File: src/hdl/via_pkg.sv
package via_pkg;

  typedef enum logic [2:0] {
    OP_READ    = 3'd0,
    OP_WRITE   = 3'd1,
    OP_TICK    = 3'd2,
    OP_PRESS   = 3'd3,
    OP_RELEASE = 3'd4,
    OP_PS2     = 3'd5,
    OP_JOY     = 3'd6,
    OP_NONE    = 3'd7
  } op_e;

  localparam logic [3:0] REG_ORB   = 4'd0;
  localparam logic [3:0] REG_ORA   = 4'd1;
  localparam logic [3:0] REG_DDRB  = 4'd2;
  localparam logic [3:0] REG_DDRA  = 4'd3;
  localparam logic [3:0] REG_T1CL  = 4'd4;
  localparam logic [3:0] REG_T1CH  = 4'd5;
  localparam logic [3:0] REG_T1LL  = 4'd6;
  localparam logic [3:0] REG_T1LH  = 4'd7;
  localparam logic [3:0] REG_T2CL  = 4'd8;
  localparam logic [3:0] REG_T2CH  = 4'd9;
  localparam logic [3:0] REG_SR    = 4'd10;
  localparam logic [3:0] REG_ACR   = 4'd11;
  localparam logic [3:0] REG_PCR   = 4'd12;
  localparam logic [3:0] REG_IFR   = 4'd13;
  localparam logic [3:0] REG_IER   = 4'd14;

  localparam logic [7:0] FLAG_CA2 = 8'h01;
  localparam logic [7:0] FLAG_CA1 = 8'h02;
  localparam logic [7:0] FLAG_SR  = 8'h04;
  localparam logic [7:0] FLAG_CB2 = 8'h08;
  localparam logic [7:0] FLAG_CB1 = 8'h10;
  localparam logic [7:0] FLAG_T2  = 8'h20;
  localparam logic [7:0] FLAG_T1  = 8'h40;

  typedef struct packed {
    logic       hit;
    logic [2:0] row;
    logic [2:0] col;
  } key_hit_t;

  function automatic logic [7:0] key_at(input logic [5:0] idx);
    logic [7:0] v;
    case (idx)
      6'd0: v = 8'h60;  6'd1: v = 8'h31;  6'd2: v = 8'h32;  6'd3: v = 8'h33;
      6'd4: v = 8'h34;  6'd5: v = 8'h35;  6'd6: v = 8'h36;  6'd7: v = 8'h37;
      6'd8: v = 8'h38;  6'd9: v = 8'h39;  6'd10: v = 8'h30; 6'd11: v = 8'h2D;
      6'd12: v = 8'h3D; 6'd13: v = 8'h08; 6'd14: v = 8'h1B; 6'd15: v = 8'h09;
      6'd16: v = 8'h71; 6'd17: v = 8'h77; 6'd18: v = 8'h65; 6'd19: v = 8'h72;
      6'd20: v = 8'h74; 6'd21: v = 8'h79; 6'd22: v = 8'h75; 6'd23: v = 8'h69;
      6'd24: v = 8'h6F; 6'd25: v = 8'h70; 6'd26: v = 8'h5B; 6'd27: v = 8'h5D;
      6'd28: v = 8'h5C; 6'd31: v = 8'h61;
      6'd32: v = 8'h73; 6'd33: v = 8'h64; 6'd34: v = 8'h66; 6'd35: v = 8'h67;
      6'd36: v = 8'h68; 6'd37: v = 8'h6A; 6'd38: v = 8'h6B; 6'd39: v = 8'h6C;
      6'd40: v = 8'h3B; 6'd41: v = 8'h27; 6'd42: v = 8'h0D; 6'd43: v = 8'h7F;
      6'd45: v = 8'h7A; 6'd46: v = 8'h78; 6'd47: v = 8'h63;
      6'd48: v = 8'h76; 6'd49: v = 8'h62; 6'd50: v = 8'h6E; 6'd51: v = 8'h6D;
      6'd52: v = 8'h2C; 6'd53: v = 8'h2E; 6'd54: v = 8'h2F;
      6'd59: v = 8'h20;
      default: v = 8'h00;
    endcase
    return v;
  endfunction

  function automatic logic code_enables(input logic [2:0] c);
    return !(c == 3'd4 || c == 3'd5 || c == 3'd7);
  endfunction

endpackage

File: src/hdl/via_keyfind.sv
module via_keyfind import via_pkg::*; (
  input  logic [7:0] key_code_i,
  output key_hit_t   hit_o
);

  // Priority search, lowest table index wins.
  always_comb begin
    hit_o = '0;
    for (int i = 63; i >= 0; i--) begin
      if (key_at(6'(i)) == key_code_i) begin
        hit_o.hit = 1'b1;
        hit_o.row = 3'(i >> 3);
        hit_o.col = 3'(i);
      end
    end
  end

endmodule

File: src/hdl/via_6522_with_keyboard_ports_core.sv
// Channel | valid        | stall        | payload
// input   | in_valid_i   | in_stall_o   | op_i, reg_addr_i, write_data_i, key_code_i,
//         |              |              | joystick_buttons_i
// result  | out_valid_o  | out_stall_i  | read_data_o, irq_o
// Every request is applied in the cycle it is accepted; its result appears in
// the result register on the next cycle, one request per cycle sustained while the output is not stalled.
// The state update is one pass of logic from the register file into itself.
// Input stalls only while a result is held and the output is stalled.
// Reset is asynchronous, active low, and sets all control and state but the read data register to its reset value.
module via_6522_with_keyboard_ports_core import via_pkg::*; (
  input  logic       clk_i,
  input  logic       rst_ni,
  input  logic       in_valid_i,
  output logic       in_stall_o,
  input  logic [2:0] op_i,
  input  logic [3:0] reg_addr_i,
  input  logic [7:0] write_data_i,
  input  logic [7:0] key_code_i,
  input  logic [7:0] joystick_buttons_i,
  output logic       out_valid_o,
  input  logic       out_stall_i,
  output logic [7:0] read_data_o,
  output logic       irq_o
);

  logic [7:0]  out_b_q, out_a_q, dir_b_q, dir_a_q;
  logic [15:0] t1_count_q, t1_latch_q, t2_count_q;
  logic [7:0]  t2_latch_low_q, shift_q, acr_q, pcr_q;
  logic [6:0]  ifr_q, ier_q;
  logic        t1_act_q, t2_act_q;
  logic [7:0]  rows_q [8];
  logic [7:0]  enc_byte_q, ps2_byte_q, joy_q;
  logic        enc_rdy_q, ps2_rdy_q, enc_on_q, ps2_on_q;

  logic [7:0]  out_b_d, out_a_d, dir_b_d, dir_a_d;
  logic [15:0] t1_count_d, t1_latch_d, t2_count_d;
  logic [7:0]  t2_latch_low_d, shift_d, acr_d, pcr_d;
  logic [6:0]  ifr_d, ier_d;
  logic        t1_act_d, t2_act_d;
  logic [7:0]  rows_d [8];
  logic [7:0]  enc_byte_d, ps2_byte_d, joy_d;
  logic        enc_rdy_d, ps2_rdy_d, enc_on_d, ps2_on_d;

  logic       rvalid_q;
  logic [7:0] rdata_q, rd;
  logic       irq_q;
  logic       accept;
  key_hit_t   hit;
  logic [7:0] ext_a, ext_b, port_a, port_b;
  logic [15:0] t1_dec, t2_dec;
  op_e         op;

  assign in_stall_o  = rvalid_q && out_stall_i;
  assign accept      = in_valid_i && !in_stall_o;
  assign out_valid_o = rvalid_q;
  assign read_data_o = rdata_q;
  assign irq_o       = irq_q;
  assign op          = op_e'(op_i);
  assign t1_dec      = t1_count_q - 16'd1;
  assign t2_dec      = t2_count_q - 16'd1;

  via_keyfind u_find (.key_code_i(key_code_i), .hit_o(hit));

  always_comb begin
    if (ps2_on_q && ps2_rdy_q) begin
      ext_a = ps2_byte_q;
    end else begin
      ext_a = ~joy_q;
      if (!enc_on_q) begin
        for (int r = 0; r < 8; r++) begin
          if ((rows_q[r] & ~out_b_q) != 8'd0) ext_a[r] = 1'b0;
        end
      end
    end
    if (enc_on_q && enc_rdy_q) ext_b = enc_byte_q;
    else if (!enc_on_q) ext_b = 8'hFF;
    else ext_b = ~joy_q;
    port_a = (dir_a_q & out_a_q) | (~dir_a_q & ext_a);
    port_b = (dir_b_q & out_b_q) | (~dir_b_q & ext_b);
  end

  always_comb begin
    out_b_d = out_b_q; out_a_d = out_a_q; dir_b_d = dir_b_q; dir_a_d = dir_a_q;
    t1_count_d = t1_count_q; t1_latch_d = t1_latch_q; t2_count_d = t2_count_q;
    t2_latch_low_d = t2_latch_low_q; shift_d = shift_q; acr_d = acr_q;
    pcr_d = pcr_q; ifr_d = ifr_q; ier_d = ier_q;
    t1_act_d = t1_act_q; t2_act_d = t2_act_q;
    rows_d = rows_q;
    enc_byte_d = enc_byte_q; ps2_byte_d = ps2_byte_q; joy_d = joy_q;
    enc_rdy_d = enc_rdy_q; ps2_rdy_d = ps2_rdy_q;
    enc_on_d = enc_on_q; ps2_on_d = ps2_on_q;
    rd = 8'd0;
    case (op)
      OP_READ: begin
        case (reg_addr_i)
          REG_ORB: begin
            ifr_d = ifr_q & ~7'(FLAG_CB1 | FLAG_CB2);
            rd = port_b; enc_rdy_d = 1'b0;
          end
          REG_ORA: begin
            ifr_d = ifr_q & ~7'(FLAG_CA1 | FLAG_CA2);
            rd = port_a; ps2_rdy_d = 1'b0;
          end
          REG_DDRB: rd = dir_b_q;
          REG_DDRA: rd = dir_a_q;
          REG_T1CL: begin ifr_d = ifr_q & ~7'(FLAG_T1); rd = t1_count_q[7:0]; end
          REG_T1CH: rd = t1_count_q[15:8];
          REG_T1LL: rd = t1_latch_q[7:0];
          REG_T1LH: rd = t1_latch_q[15:8];
          REG_T2CL: begin ifr_d = ifr_q & ~7'(FLAG_T2); rd = t2_count_q[7:0]; end
          REG_T2CH: rd = t2_count_q[15:8];
          REG_SR: begin ifr_d = ifr_q & ~7'(FLAG_SR); rd = shift_q; end
          REG_ACR: rd = acr_q;
          REG_PCR: rd = pcr_q;
          REG_IFR: rd = {(ifr_q & ier_q) != 7'd0, ifr_q};
          REG_IER: rd = {1'b1, ier_q};
          default: rd = port_a;
        endcase
      end
      OP_WRITE: begin
        case (reg_addr_i)
          REG_ORB: begin ifr_d = ifr_q & ~7'(FLAG_CB1 | FLAG_CB2); out_b_d = write_data_i; end
          REG_ORA: begin ifr_d = ifr_q & ~7'(FLAG_CA1 | FLAG_CA2); out_a_d = write_data_i; end
          REG_DDRB: dir_b_d = write_data_i;
          REG_DDRA: dir_a_d = write_data_i;
          REG_T1CL, REG_T1LL: t1_latch_d[7:0] = write_data_i;
          REG_T1CH: begin
            t1_latch_d[15:8] = write_data_i;
            t1_count_d = {write_data_i, t1_latch_q[7:0]};
            ifr_d = ifr_q & ~7'(FLAG_T1); t1_act_d = 1'b1;
          end
          REG_T1LH: begin
            t1_latch_d[15:8] = write_data_i; ifr_d = ifr_q & ~7'(FLAG_T1);
          end
          REG_T2CL: t2_latch_low_d = write_data_i;
          REG_T2CH: begin
            t2_count_d = {write_data_i, t2_latch_low_q};
            ifr_d = ifr_q & ~7'(FLAG_T2); t2_act_d = 1'b1;
          end
          REG_SR: begin shift_d = write_data_i; ifr_d = ifr_q & ~7'(FLAG_SR); end
          REG_ACR: acr_d = write_data_i;
          REG_PCR: begin
            pcr_d = write_data_i;
            ps2_on_d = code_enables(write_data_i[3:1]);
            enc_on_d = code_enables(write_data_i[7:5]);
          end
          REG_IFR: ifr_d = ifr_q & ~write_data_i[6:0];
          REG_IER: begin
            if (write_data_i[7]) ier_d = ier_q | write_data_i[6:0];
            else ier_d = ier_q & ~write_data_i[6:0];
          end
          default: out_a_d = write_data_i;
        endcase
      end
      OP_TICK: begin
        if (t1_act_q && t1_count_q != 16'd0) begin
          t1_count_d = t1_dec;
          if (t1_dec == 16'd0) begin
            ifr_d = ifr_d | 7'(FLAG_T1);
            if (acr_q[6]) t1_count_d = t1_latch_q;
            else t1_act_d = 1'b0;
            if (acr_q[7]) out_b_d = out_b_q ^ 8'h80;
          end
        end
        if (t2_act_q && t2_count_q != 16'd0) begin
          t2_count_d = t2_dec;
          if (t2_dec == 16'd0) begin
            ifr_d = ifr_d | 7'(FLAG_T2); t2_act_d = 1'b0;
          end
        end
      end
      OP_PRESS: begin
        if (hit.hit) begin
          rows_d[hit.row] = rows_q[hit.row] | (8'd1 << hit.col);
          if (enc_on_q) begin
            enc_byte_d = key_code_i; enc_rdy_d = 1'b1;
            ifr_d = ifr_q | 7'(FLAG_CB1);
          end
        end
      end
      OP_RELEASE: begin
        if (hit.hit) rows_d[hit.row] = rows_q[hit.row] & ~(8'd1 << hit.col);
      end
      OP_PS2: begin
        if (ps2_on_q) begin
          ps2_byte_d = key_code_i; ps2_rdy_d = 1'b1;
          ifr_d = ifr_q | 7'(FLAG_CA1);
        end
      end
      OP_JOY: joy_d = joystick_buttons_i;
      default: ;
    endcase
  end

  always_ff @(posedge clk_i or negedge rst_ni) begin
    if (!rst_ni) begin
      out_b_q <= '0; out_a_q <= '0; dir_b_q <= '0; dir_a_q <= '0;
      t1_count_q <= 16'hFFFF; t1_latch_q <= 16'hFFFF; t2_count_q <= 16'hFFFF;
      t2_latch_low_q <= 8'hFF; shift_q <= '0; acr_q <= '0; pcr_q <= '0;
      ifr_q <= '0; ier_q <= '0; t1_act_q <= 1'b0; t2_act_q <= 1'b0;
      for (int i = 0; i < 8; i++) rows_q[i] <= '0;
      enc_byte_q <= '0; ps2_byte_q <= '0; joy_q <= '0;
      enc_rdy_q <= 1'b0; ps2_rdy_q <= 1'b0; enc_on_q <= 1'b1; ps2_on_q <= 1'b1;
      rvalid_q <= 1'b0; irq_q <= 1'b0;
    end else begin
      if (accept) begin
        out_b_q <= out_b_d; out_a_q <= out_a_d; dir_b_q <= dir_b_d; dir_a_q <= dir_a_d;
        t1_count_q <= t1_count_d; t1_latch_q <= t1_latch_d; t2_count_q <= t2_count_d;
        t2_latch_low_q <= t2_latch_low_d; shift_q <= shift_d; acr_q <= acr_d;
        pcr_q <= pcr_d; ifr_q <= ifr_d; ier_q <= ier_d;
        t1_act_q <= t1_act_d; t2_act_q <= t2_act_d;
        rows_q <= rows_d;
        enc_byte_q <= enc_byte_d; ps2_byte_q <= ps2_byte_d; joy_q <= joy_d;
        enc_rdy_q <= enc_rdy_d; ps2_rdy_q <= ps2_rdy_d;
        enc_on_q <= enc_on_d; ps2_on_q <= ps2_on_d;
        irq_q <= (ifr_d & ier_d) != 7'd0;
        rvalid_q <= 1'b1;
      end else if (!out_stall_i) begin
        rvalid_q <= 1'b0;
      end
    end
  end

  always_ff @(posedge clk_i) begin
    if (accept) rdata_q <= rd;
  end

  a_irq_match: assert property (@(posedge clk_i) disable iff (!rst_ni)
    rvalid_q |-> (irq_q == ((ifr_q & ier_q) != 7'd0)))
    else $error("irq out of step with flags");
  a_hold: assert property (@(posedge clk_i) disable iff (!rst_ni)
    (out_valid_o && out_stall_i) |=> (out_valid_o && $stable(read_data_o)))
    else $error("stalled result changed");
  a_t_stop: assert property (@(posedge clk_i) disable iff (!rst_ni)
    (accept && op == OP_TICK && t2_act_q && t2_count_q == 16'd1) |=> !t2_act_q)
    else $error("timer 2 did not stop");

endmodule

File: config.mk
export PLATFORM = sky130hd
export DESIGN_NAME = via_6522_with_keyboard_ports_core
export DESIGN_NICKNAME = d
export VERILOG_FILES = /design/src/hdl/via_pkg.sv /design/src/hdl/via_keyfind.sv /design/src/hdl/via_6522_with_keyboard_ports_core.sv
export SDC_FILE = /design/constraint.sdc
export NUM_CORES = 1
export LEC_CHECK = 0
export BUFFER_PORTS_ARGS = -buffer_cell sky130_fd_sc_hd__buf_2
export CAP_MARGIN = 20
export CORE_UTILIZATION = 35
export DETAILED_ROUTE_END_ITERATION = 8
export GPL_TIMING_DRIVEN = 0
export SKIP_CTS_REPAIR_TIMING = 1
export SLEW_MARGIN = 15
export SYNTH_ARGS = -nofsm -noshare
export SYNTH_HDL_FRONTEND = slang
export SYNTH_SLANG_ARGS = --single-unit
File: constraint.sdc
create_clock -name clk_i -period 4.75 [get_ports clk_i]
set_input_delay 0.95 -clock clk_i [delete_from_list [all_inputs] [get_ports clk_i]]
set_output_delay 0.95 -clock clk_i [all_outputs]
set_load 0.01 [all_outputs]
# Word-level counts from Yosys, hierarchy flattened
# Cells that the tools add are included.
# op_classes
addsub,2
order_cmp,2
bitwise_logic,31
n_reduce_logical,59
n_eq_ne,95
shifts,1
n_mux,121
# ops
operator,count
$mux 7,59
$eq 7x8->1 const A,31
$eq 6x8->1 const A,18
$bwmux 64,2
$mux 64,2
$pmux 64 s2,1
$pmux 8 s14,1
$and 8x8->8,13
$mux 16,6
$mux 8,11
$pmux 7 s5,2
$pmux 16 s2,2
$reduce_bool 8->1,8
$pmux 7 s6,1
$not 8->8,5
$logic_not 16->1,2
$reduce_bool 16->1,2
$sub 16x1->16 const B,2
$reduce_and 3->1,10
$and 7x7->7,4
$eq 4x4->1 const B,7
$eq 3x3->1 const B,9
$bmux 8 s3,1
$demux 8 s3,1
other kinds (37),111
# totals
output_inout_bits,11
elab_cells,346
ff_bits,230
input_bits,35

# Longest topological paths before layout
# depth
depth_word,63
mapped_depth,14
mapped_depth_nobuf,10

# Cells and area by module
# From an unflattened synthesis, not the netlist that was laid out.
# hier_totals
hier_cells,1498
area_unflattened_um2,14148.6
# by_module_without_submodules
mod,instances,seq_area_each_um2,cells_each,area_per_inst_um2
via_6522_with_keyboard_ports_core,1,5868.1,1342,13137.6
via_keyfind,1,0.0,156,1011.0

# Worst setup path after synthesis
# Ideal clock, no wire load.
# synth_path
path_type,in2reg
start,in key_code_i[1]
end,reg rows_q[13] (netlist bit)
stages,11
arrival_time_ps,3191
n_path_buf,4
path_slack_ps,1419
cell_sequence,buf_2 > buf_2 > buf_2 > mux2_2 > a32oi_1 > nand3_1 > nor4_1 > clkbuf_1 > nor3_1 > a2111oi_4 > o31ai_1
# synth_via
elab_chain_len,63
elab_cells_between_ends,129
# synth_lines
item,line,source
"start, declared",via_6522_with_keyboard_ports_core.sv:18,"input logic [7:0] key_code_i,"
$eq 6x8->1,via_keyfind.sv:10,if (key_at(6'(i)) == key_code_i) begin
$mux 7 (53 in series),via_keyfind.sv:10,
$mux 7 (*),via_keyfind.sv:10,
$not 3->4,"via_6522_with_keyboard_ports_core.sv:174, via_6522_with_keyboard_ports_core.sv:182",
$ge 4x4->1 (implied by the code) (tied with other cells),"via_6522_with_keyboard_ports_core.sv:174, via_6522_with_keyboard_ports_core.sv:182",
$logic_and 1x1->1 (implied by the code) / $mux 8 (equally long branches),"via_6522_with_keyboard_ports_core.sv:174, via_6522_with_keyboard_ports_core.sv:182",
$mux 8 (implied by the code),"via_6522_with_keyboard_ports_core.sv:174, via_6522_with_keyboard_ports_core.sv:182",
$demux 8 s3 (tied with other cells),"via_6522_with_keyboard_ports_core.sv:174, via_6522_with_keyboard_ports_core.sv:182",
"$bwmux 64, on equally long branches","via_6522_with_keyboard_ports_core.sv:182, via_6522_with_keyboard_ports_core.sv:174",
"$mux 64, on equally long branches","via_6522_with_keyboard_ports_core.sv:182, via_6522_with_keyboard_ports_core.sv:173",
$pmux 64 s2,via_6522_with_keyboard_ports_core.sv:93,case (op)
"end signal, assigned",via_6522_with_keyboard_ports_core.sv:212,rows_q <= rows_d;
"end, declared",via_6522_with_keyboard_ports_core.sv:31,logic [7:0] rows_q [8];
# Mark *: on every way between the ends. The rest lies on a longest branch, timed or not. The select of a mux whose other input is x is not followed.
# A chain may end at the register's enable or synchronous reset.

# Worst setup path after layout
# layout_path
start,in key_code_i[1]
end,reg rows_q[11] (netlist bit)
# Same word-level chain as after synthesis.

==> metrics.md <==
| Metric | Value |
|---|---|
| Setup TNS Final | `0 ps` |
| Overall power | `5.870 mW` |
| Syn Std Cell Area | `14,110 µm²` |
| Starting density of the core | `35.52%` |
| Minimum setup slack after placement | `189.2 ps` |
| Shortest clock period the worst path allows after layout | `4215 ps` |
| Final Hold Slack | `326.1 ps` |
| Post-route clock skew | `8.541 ps` |
| Routed wire length | `53,860 µm` |
| Number of buffers created by CTS | `28` |
| Most instantiated flip-flop cell in the synthesis netlist | `sky130_fd_sc_hd__dfrtp_1` |
| Relative area change from synthesis to final layout | `13.82%` |
| CP endpoint kind | `flop` |
| Iteration-0 DRC Markers | `1,525` |
| Maximum clock frequency | `237.2 MHz` |
| DRC Markers | `0` |
| Vias per cell | `6.200` |
| Path type of the worst setup path | `primary input to flop` |
| # fillers | `3,989` |
| Leakage power of the design | `6.322 nW` |
| Post-CTS clock slew at the launch and capture registers of the worst setup and hold paths | `60 ps` |
| Average instance area after synthesis | `9.352 µm²` |
| Count of buffers inserted at the top-level ports | `41` |
| Clock tree root driver cell | `sky130_fd_sc_hd__clkbuf_16` |
| Vias in the first global route | `12,610` |
| Post-route cell area | `16,060 µm²` |
| Clock insertion delay at the later pin of the skew report | `560 ps` |
| Count of cells along the worst register-to-register path | `14` |
| Die outline area | `41,130 µm²` |
| Final setup violation count | `0` |
| Core Rows | `73` |
| Number of slew-limit violations in the final report | `0` |
| Share of post-route cells with drive strength above 1 | `21.27%` |
| Worst-Margin Slew | `1111 ps` |
| Number of synthesized flops with an enable pin | `8` |
| Area taken by flip-flops and latches | `5868 µm²` |
| # Max-Cap Violations | `0` |
| Global router's overall resource usage | `25.98%` |
| Detailed placer's ending HPWL | `39,390 µm` |
| Arr. time, crit path | `4620 ps` |
| Library cell occupying the most area in the post-synthesis netlist | `sky130_fd_sc_hd__dfrtp_1` |
| Number of standard cells after synthesis | `1,509` |
| Post-layout nets | `1,625` |
| Main area contributors after synthesis | `sky130_fd_sc_hd__dfrtp_1 (29%), sky130_fd_sc_hd__dfstp_2 (11%), sky130_fd_sc_hd__mux2_2 (9.4%)` |
| Minimum setup slack in the final design | `534.7 ps` |
| Floorplan die height | `202.8 µm` |
| Wire length of the first global-routing pass | `81,250 µm` |
| TritonCTS clock tree | `built` |
| Die width | `202.8 µm` |
| Synthesized net count | `1,548` |
| Placed cell area | `15,060 µm²` |
| Worst Path Required | `5160 ps` |
| Share of synthesized registers carrying an async set or reset | `96.52%` |
| Total count of hold-check failures in the final report | `0` |
| Flip-flop and latch count after synthesis | `230` |
| Number of different library cells in the post-synthesis netlist | `99` |
| Setup repair after global routing missed its margin | `no` |
| Headroom to the max-slew limit | `25.26%` |
| Combined area of the multi-input logic cells | `7584 µm²` |
| Class of the worst hold path | `primary input to asynchronous set/reset pin` |
| Count of boundary I/O pins | `46` |
| Synthesis warning total | `0` |
| Area share of the largest cell type after synthesis | `29.08%` |
| Cell with the most instances after synthesis | `sky130_fd_sc_hd__nand2_1` |
| Number of detailed-routing iterations run before antenna repair | `5` |
| CP Max Fanout | `10` |
| Max Buffers Root-to-Sink | `3` |
| Final Cycle Share | `88.74%` |
| Final weighted congestion in routability-driven placement | `1.005` |
| Share of the yosys chip area belonging to registers | `41.58%` |
| Congestion Overflow GR | `0` |
| Top cells by count, synth | `sky130_fd_sc_hd__nand2_1 (172), sky130_fd_sc_hd__dfrtp_1 (164), sky130_fd_sc_hd__mux2_2 (118)` |
| Startpoint type of the worst setup path | `primary input` |
| Placeable core region | `39,730 µm²` |
| Worst IR drop on VDD | `242.2 µV` |
| Antenna violations before repair | `1` |
| Total power per unit cell area | `365.4 nW/µm²` |
| Largest net degree at the start of global routing | `95` |
| Routed wire length per instance | `25.24 µm` |
| Outcome | `complete, no violations` |
| Antenna violation net count after detailed routing | `0` |
| Count of clock tree sinks | `230` |
| Number of H-tree branching levels | `1` |
| Number of vias in the routed layout | `13,230` |
## metrics by stage
stage,util [%],cells
CTS,40.35,2131
detailed placement,37.89,2079
global placement,37.69,2075
floorplan,-,1509
finish,40.43,2134
global route,40.42,2133
## worst paths after layout
| path | startpoint | endpoint | slack (ps) |
|---|---|---|---|
| worst max-delay path | key_code_i[1] | rows_q[11] | 530 |
| worst min-delay path | rst_ni | irq_o | 330 |
| worst max register to register | t1_count_q[0] | t1_count_q[5] | 960 |
| worst min register to register | t2_latch_low_q[0] | t2_count_q[0] | 480 |
| max in group asynchronous | rst_ni | t2_latch_low_q[5] | 3540 |
| min in group clk_i | t2_latch_low_q[0] | t2_count_q[0] | 480 |
## flip-flops by register name, summed over array words and instances, names as in the netlist, 7 cells and up
| signal | flops |
|---|---|
| acr_q | 8 |
| dir_a_q | 8 |
| dir_b_q | 8 |
| enc_byte_q | 8 |
| ier_q | 7 |
| ifr_q | 7 |
| joy_q | 8 |
| out_a_q | 8 |
| out_b_q | 8 |
| pcr_q | 8 |
| ps2_byte_q | 8 |
| read_data_o | 8 |
| rows_q | 64 |
| shift_q | 8 |
| t1_count_q | 16 |
| t1_latch_q | 16 |
| t2_count_q | 16 |
| t2_latch_low_q | 8 |
## where the power goes
group	internal [mW]	leakage [nW]	switching (mW)
Combinational	0.406	2.93	0.738
Sequential	2.23	2.91	0.223
Clock	1.37	0.475	0.903
## metal layers
metal | track usage [%] | vias to the layer above | part of all wire [%]
li1 | - | 5875 | -
met1 | 36.58 | 6541 | 43
met2 | 38.96 | 706 | 44
met3 | 5.618 | 108 | 9.2
met4 | 9.533 | 0 | 3.6
met5 | 0 | - | 0
## final cells by class
cell class | instances | area share, %
clock buffer | 36 | 4.806
multi-input combinational | 1123 | 47.21
sequential | 230 | 36.53
timing repair buffer | 47 | 1.846
inverter | 26 | 0.6076
buffer | 130 | 3.622
antenna | 1 | 0.01558
clock inverter | 16 | 1.270
tap | 525 | 4.089
## critical path: stages
cell	delay (ps)
sky130_fd_sc_hd__buf_2	100
sky130_fd_sc_hd__buf_2	180
sky130_fd_sc_hd__buf_2	240
sky130_fd_sc_hd__buf_2	300
sky130_fd_sc_hd__mux2_2	370
sky130_fd_sc_hd__a32oi_1	230
sky130_fd_sc_hd__nand3_1	110
sky130_fd_sc_hd__nor4_1	850
sky130_fd_sc_hd__clkbuf_1	400
sky130_fd_sc_hd__nor3b_1	140
sky130_fd_sc_hd__a2111oi_4	550
sky130_fd_sc_hd__o31ai_1	190
## cell usage in the layout (no fill, tap or decap), drive strengths merged, types with 8 or more instances in the layout
cell type / n
dfrtp: 164
a41oi: 9
a32oi: 9
nor2: 96
a211oi: 12
a211o: 8
inv: 26
nand2: 172
a2111oi: 12
a31oi: 15
edfxtp: 8
clkbuf: 117
buf: 96
nor3: 31
a21oi: 79
and3: 9
nand3b: 8
nor3b: 10
mux2: 118
nor4: 19
or4: 9
nand4: 20
mux2i: 16
nand3: 58
a21o: 8
o211ai: 21
dfstp: 58
clkinv: 10
a22oi: 58
nand2b: 19
o31ai: 68
or3: 14
nor2b: 12
o21ai: 90
## kinds of logic after synthesis
| group | count (synthesis) | synth area share (%) |
|---|---|---|
| DFF | 230 | 41.58 |
| AOI/OAI and AO/OA | 459 | 23.10 |
| adders and majority gates | 4 | 0.3547 |
| buffers and inverters | 156 | 4.814 |
| muxes | 136 | 10.87 |
| and+or+nand+nor | 519 | 18.97 |
| xor gates and xnor gates | 5 | 0.3103 |
Note: power is estimated with default switching activity, not from simulation.
